<file path="config.mk">
export PLATFORM = sky130hd
export DESIGN_NAME = ajps_queue
export DESIGN_NICKNAME = d
export VERILOG_FILES = /design/src/rtl/core/ajps_pkg.sv /design/src/rtl/core/ajps_queue.sv
export SDC_FILE = /design/constraint.sdc
export NUM_CORES = 1
export LEC_CHECK = 0
export BUFFER_PORTS_ARGS = -buffer_cell sky130_fd_sc_hd__buf_2
export CAP_MARGIN = 30
export CORE_MARGIN = 1
export CORE_UTILIZATION = 55
export CTS_BUF_LIST = sky130_fd_sc_hd__clkbuf_2 sky130_fd_sc_hd__clkbuf_4 sky130_fd_sc_hd__clkbuf_8
export CTS_CLUSTER_DIAMETER = 80
export DETAILED_ROUTE_END_ITERATION = 12
export PLACE_DENSITY = 0.83
export SYNTH_ARGS = -nofsm -noshare
export SYNTH_HDL_FRONTEND = slang
export SYNTH_SLANG_ARGS = --single-unit
</file>
<file path="constraint.sdc">
create_clock -name clk -period 5.4 [get_ports clk]
set_clock_uncertainty 0.05 [all_clocks]
set_input_delay 1.35 -clock clk [delete_from_list [all_inputs] [get_ports clk]]
set_output_delay 1.35 -clock clk [all_outputs]
set_load 0.1 [all_outputs]
</file>
<file path="src/rtl/core/ajps_pkg.sv">
`timescale 1ns / 1ps
// Shared types, register indexes and constants for the jitter playout scheduler.
// No dependencies; every rtl/core file imports it.
package ajps_pkg;

    localparam int SPP_W      = 9;
    localparam int DLY_W      = 10;
    localparam int THR_W      = 12;
    localparam int CFG_IDX_W  = 3;
    localparam int CFG_DATA_W = 12;

    // register indexes on the config port
    localparam logic [CFG_IDX_W-1:0] CFG_SAMPLES = 3'd0;
    localparam logic [CFG_IDX_W-1:0] CFG_MIN     = 3'd1;
    localparam logic [CFG_IDX_W-1:0] CFG_MAX     = 3'd2;
    localparam logic [CFG_IDX_W-1:0] CFG_ENTER   = 3'd3;
    localparam logic [CFG_IDX_W-1:0] CFG_LEAVE   = 3'd4;

    localparam logic [SPP_W-1:0] RST_SAMPLES = 9'd80;
    localparam logic [DLY_W-1:0] RST_MIN     = 10'd60;
    localparam logic [DLY_W-1:0] RST_MAX     = 10'd400;
    localparam logic [THR_W-1:0] RST_ENTER   = 12'd240;
    localparam logic [THR_W-1:0] RST_LEAVE   = 12'd120;

    localparam int QUEUE_DEPTH_DEF = 2;

    // serial divider: 36-bit dividend covers the stamp span times 10
    localparam int DIV_W     = 36;
    localparam int DIV_CNT_W = 6;

    localparam int          RESYNC_LIMIT = 800;
    localparam logic [5:0]  WAIT_LIMIT   = 6'd50;

    // Q0.16 blend weights
    localparam logic [15:0] W_MEAN_OLD = 16'd62259;
    localparam logic [11:0] W_MEAN_NEW = 12'd3277;
    localparam logic [15:0] W_B_LOW    = 16'd63897;
    localparam logic [11:0] W_A_LOW    = 12'd1639;
    localparam logic [15:0] W_B_MID    = 16'd65404;
    localparam logic [11:0] W_A_MID    = 12'd132;
    localparam logic [15:0] W_B_HIGH   = 16'd64716;
    localparam logic [11:0] W_A_HIGH   = 12'd820;
    // floor(x/20) as (x*52429)>>20, exact for x below 17408
    localparam logic [15:0] RECIP_20   = 16'd52429;

    typedef struct packed {
        logic [31:0] arrival_ms;
        logic [15:0] seq_num;
        logic [31:0] media_stamp;
    } in_item_t;

    typedef struct packed {
        logic [31:0]      play_at_ms;
        logic             resynced;
        logic             in_spike;
        logic [DLY_W-1:0] base_delay_ms;
        logic [15:0]      jitter_ms;
        logic [15:0]      avg_jitter_ms;
        logic [15:0]      max_jitter_ms;
        logic [31:0]      lost_count;
    } out_item_t;

    typedef struct packed {
        logic [SPP_W-1:0] samples_per_10ms;
        logic [DLY_W-1:0] min_delay_ms;
        logic [DLY_W-1:0] max_delay_ms;
        logic [THR_W-1:0] spike_enter_ms;
        logic [THR_W-1:0] spike_leave_ms;
    } cfg_t;

    typedef struct packed {
        logic             load;
        logic [DLY_W-1:0] value;
    } base_load_t;

endpackage

</file>
<file path="src/rtl/core/ajps_queue.sv">
`timescale 1ns / 1ps
// Front end: input queue that takes packet beats and hands them to the back end.
// Uses ajps_pkg for the item type.
module ajps_queue
    import ajps_pkg::*;
#(
    parameter int DEPTH = QUEUE_DEPTH_DEF
)
(
    input  logic     clk,
    input  logic     rst_n,
    input  logic     in_valid,
    output logic     in_ready,
    input  in_item_t in_data,
    output logic     out_valid,
    input  logic     out_ready,
    output in_item_t out_data
);

    localparam int AW = (DEPTH > 1) ? $clog2(DEPTH) : 1;
    localparam int CW = $clog2(DEPTH + 1);

    in_item_t       mem [DEPTH];
    logic [AW-1:0]  wr_ptr_reg, rd_ptr_reg;
    logic [CW-1:0]  count_reg;
    logic           push, pop;

    assign in_ready  = (count_reg != CW'(DEPTH));
    assign out_valid = (count_reg != '0);
    assign out_data  = mem[rd_ptr_reg];
    assign push      = in_valid && in_ready;
    assign pop       = out_valid && out_ready;

    always_ff @(posedge clk)
    begin
        if (push)
        begin
            mem[wr_ptr_reg] <= in_data;
        end
    end

    always_ff @(posedge clk or negedge rst_n)
    begin
        if (!rst_n)
        begin
            wr_ptr_reg <= '0;
            rd_ptr_reg <= '0;
            count_reg  <= '0;
        end
        else
        begin
            if (push)
            begin
                wr_ptr_reg <= (wr_ptr_reg == AW'(DEPTH - 1)) ? '0 : wr_ptr_reg + 1'b1;
            end
            if (pop)
            begin
                rd_ptr_reg <= (rd_ptr_reg == AW'(DEPTH - 1)) ? '0 : rd_ptr_reg + 1'b1;
            end
            if (push && !pop)
            begin
                count_reg <= count_reg + 1'b1;
            end
            else if (pop && !push)
            begin
                count_reg <= count_reg - 1'b1;
            end
        end
    end

endmodule

</file>
Word level (Yosys, flattened, before mapping)
Memories as Yosys holds them, arrays and structs flattened.
Cells that the tools add are included.
{"block": "op_classes", "add_sub_neg": 4, "mul": 0, "div": 0, "order_cmp": 0, "eq_ne": 1, "n_shift": 0, "n_mux": 6, "bitwise": 0, "reduce_logical": 8}
{"op": "$logic_and A1 B1 Y1", "n": 4}
{"op": "$mux W1", "n": 4}
{"op": "$mux W2", "n": 2}
{"op": "$reduce_bool A2 Y1", "n": 2}
{"op": "$add A1 B1 Y1 const B", "n": 2}
{"op": "$add A2 B1 Y2 const B", "n": 1}
{"op": "$logic_not A1 Y1", "n": 2}
{"op": "$ne A2 B2 Y1 const B", "n": 1}
{"op": "$sub A2 B1 Y2 const B", "n": 1}
{"block": "word_totals", "regBits": 4, "latchBits": 0, "ramBits": 160, "mem_bits_ro": 0, "in_bits": 84, "out_inout_bits": 82, "word_cells": 23, "mem_count": 1}
{"name": "mem", "words": 2, "word_bits": 80, "rd": 1, "rd_clocked_by_memory_dff": 0, "write_ports": 1, "line_no": "ajps_queue.sv:23", "rtl": "in_item_t mem [DEPTH];"}

Depth between registers and ports, before layout
{"block": "logic_depth", "ltp_word": 6, "ltp_mapped": 7, "ltp_nobuf": 7}

Worst setup path after synthesis
No wires, ideal clock.
{"block": "synth_path", "kind": "input -> register", "from": "input in_valid", "to": "memory mem[0][0] in the netlist's numbering, enable pin", "setup_time_ns": 0.519, "t_arrival_ns": 4.829, "t_required_ns": 4.831, "setup_slack_ns": 0.002, "stages": 2, "n_path_buf": 0, "cell_sequence": "nand2_1 > nor2_1"}
{"block": "synth_between", "elab_chain_len": 3}
{"element": "start: declaration", "line_no": "ajps_queue.sv:12", "rtl": "input logic in_valid,"}
{"element": "$logic_and A1 B1 Y1", "line_no": "ajps_queue.sv:31", "rtl": "assign push = in_valid && in_ready;"}
{"element": "$mux W1", "line_no": "ajps_queue.sv:36", "rtl": "if (push)"}
{"element": "$mux W1 (implied by the code)", "line_no": "ajps_queue.sv:38", "rtl": "mem[wr_ptr_reg] <= in_data;"}
{"element": "end: declaration", "line_no": "ajps_queue.sv:23"}
No other way between the ends.

==> metrics.md <==
| Metric | Value |
|---|---|
| Port Buffers | `165` |
| Area grow syn2layout | `20.44%` |
| Critical path required time | `4000 ps` |
| Min Tclk post-route | `3505 ps` |
| Initial DRT Pass Iterations | `4` |
| Worst path max stage delay | `490 ps` |
| Crit path cell chain | `buf_12 > mux2_4 > buf_2` |
| IO Count | `166` |
| Post-DRT Antenna Nets | `0` |
| Pin count of the biggest net entering global routing | `82` |
| Initial antenna violation count | `0` |
| Final HPWL DP | `6.777 mm` |
| Worst hold start | `count_reg[1]$_DFFE_PN0P_` |
| GRT overflow | `0` |
| Antenna cells | `0` |
| Die Y | `109.6 microns` |
| CTS tree | `yes` |
| Final setup viols | `0` |
| Layout Nets | `530` |
| Reg-to-reg startpoint | `count_reg[0]$_DFFE_PN0P_` |
| DRT iter0 DRCs | `172` |
| Register bit total from synthesis | `164` |
| Max-cap viol count | `0` |
| Synth cell types | `15` |
| Hold Path Class | `flop to flop` |
| Seq/Total Area, Yosys | `77.03%` |
| First-pass GRT wire length | `15.01 mm` |
| Compound-gate portion of the synthesized area | `0%` |
| H-tree level count | `4` |
| Hold depth | `1` |
| Avg Inst Size Synth | `23.85 sq um` |
| Hold buffers post-CTS | `0` |
| Core Region | `0.01108 sq mm` |
| DR WL/cell | `17.25 microns` |
| Fin. Hold Viols | `0` |
| Reg-to-reg endpoint | `mem[0][16]$_DFFE_PP_` |
| Share of cells above drive strength 1 | `61.79%` |
| Max reg flops | `160` |
| Vias | `3033` |
| Syn Nets | `352` |
| Synth Area in Adders | `0.1965%` |
| DRC violations left | `0` |
| WHS Endpoint | `count_reg[1]$_DFFE_PN0P_` |
| Synth Warn # | `0` |
| Die Wd | `109.6 microns` |
| Synth Area in Simple Gates | `0.5306%` |
| Crit-path leading delay family | `buffers and inverters` |
| Post-Synth XOR/XNOR Area | `0.6878%` |
| RSZ-0062 raised after global routing | `false` |
| Synthesized instance count | `267` |
| Critical path capture point type | `output pin` |
| WP buf/inv | `2` |
| Mux cell area share after synthesis | `18.81%` |
| GPL Wtd Cong | `0.6865` |
| Max-slew violation count | `0` |
| Slew HR | `44.09%` |
| Mapped cell area | `0.006367 sq mm` |
| Worst Tran Pin Value | `836.7 ps` |
| FP Rows | `38` |
| Worst-Skew Late Latency | `450 ps` |
| Drt total wl | `10.31 mm` |
| Starting Density | `57.48%` |
| Filler cells | `725` |
| Worst setup path class | `flop to output pin` |
| Vias in the first global route | `2976` |
| Fmax | `285.3 MHz` |
| Bufs on Longest Clock Path | `2` |
| R2R depth | `4` |
| Setup Buffers After CTS | `0` |
| CTS Sinks | `164` |
| Main combinational cell family by area after synthesis | `multiplexers` |
| Max stage delay cell, worst path | `buf_12` |
| PostCTS Resize Cnt | `0` |
| Critical path data arrival time | `2110 ps` |
| TNS Setup | `0 ps` |
| CTS Buf Count | `17` |
| Critical Path Source Type | `flop` |
| Die area | `0.01201 sq mm` |
| Total GRT Usage | `17.80%` |
| Root Buffer Master | `clkbuf_8` |
| CP max FO | `81` |
| Register-to-Register Setup Slack | `3190 ps` |
| Outcome | `finished, final reports clean` |
| Fin crit share | `64.91%` |
| WP depth | `3` |
| Via density | `5.072` |
| Worst-path clk slew | `90 ps` |
-- per-layer routing --
| metal | vias up | global-route usage, % | share of wire, % |
|---|---|---|---|
| met3 | 17 | 5.928 | 7.8 |
| met2 | 136 | 29.29 | 50 |
| met4 | 0 | 8.000 | 1.8 |
| met1 | 1467 | 21.42 | 40 |
| met5 | - | 0 | 0 |
| li1 | 1413 | - | - |
-- stage by stage --
stage | worst slack (ps) | hold slack (ps) | cells | util, % | area, sq um
2_1_floorplan | 2.154 | 406.4 | 267 | - | 6367
3_3_place_gp | 2380 | 427.8 | 565 | 65.47 | 7253
3_5_place_dp | 2363 | 426.0 | 566 | 65.72 | 7281
4_1_cts | 1874 | 446.8 | 598 | 69.22 | 7669
5_1_grt | 1821 | 457.0 | 598 | 69.22 | 7669
6_report | 1895 | 441.2 | 598 | 69.22 | 7669
-- cell usage in the layout (no fill, tap or decap), drive strengths merged --
cell,count
clkinvlp,3
xor2,2
clkinv,6
nand2,2
or2,1
ha,1
nand2b,1
dfrtp,4
inv,4
clkbuf,19
mux2,80
and3,1
edfxtp,160
buf,168
nor2,2
bufinv,1
xnor2,3
-- cell usage after synthesis --
master | n | area share (%)
nor2_1 | 2 | 0.12
or2_1 | 1 | 0.098
xor2_1 | 2 | 0.28
mux2_2 | 1 | 0.18
xnor2_1 | 3 | 0.41
nand2_1 | 2 | 0.12
edfxtp_1 | 160 | 75
buf_6 | 1 | 0.18
inv_1 | 1 | 0.059
nand2b_1 | 1 | 0.098
mux2_4 | 79 | 19
and3_1 | 1 | 0.098
ha_1 | 1 | 0.20
dfrtp_1 | 4 | 1.6
buf_12 | 8 | 2.5
-- worst max-delay path by stage --
stage                            from              endpoint
3_5_place_dp                 in_valid  mem[0][15]$_DFFE_PP_
3_3_place_gp                 in_valid  mem[0][36]$_DFFE_PP_
2_1_floorplan                in_valid   mem[0][0]$_DFFE_PP_
5_1_grt        rd_ptr_reg$_DFFE_PN0P_          out_data[34]
4_1_cts        rd_ptr_reg$_DFFE_PN0P_          out_data[31]
6_report       rd_ptr_reg$_DFFE_PN0P_          out_data[70]
-- logic make-up (layout without fill, tap and decap cells) --
kind of cell	count (synthesis)	in the layout
DFF	164	164
muxes	80	80
buffers and inverters	10	201
and+or+nand+nor	7	7
xor gates and xnor gates	5	5
adders and majority gates	1	1
-- final cells by class --
type | instances | area (sq um) | share of cell area, %
clock buffer | 19 | 261.5 | 3.410
clock inverter | 13 | 126.4 | 1.648
inverter | 1 | 3.754 | 0.04895
multi-input combinational | 93 | 1300 | 16.95
sequential | 164 | 4908 | 64.01
tap | 140 | 175.2 | 2.284
timing repair buffer | 168 | 893.4 | 11.65
Power is not shown: default switching activity piles up to over one toggle a cycle in this logic, so the estimate is an artifact.
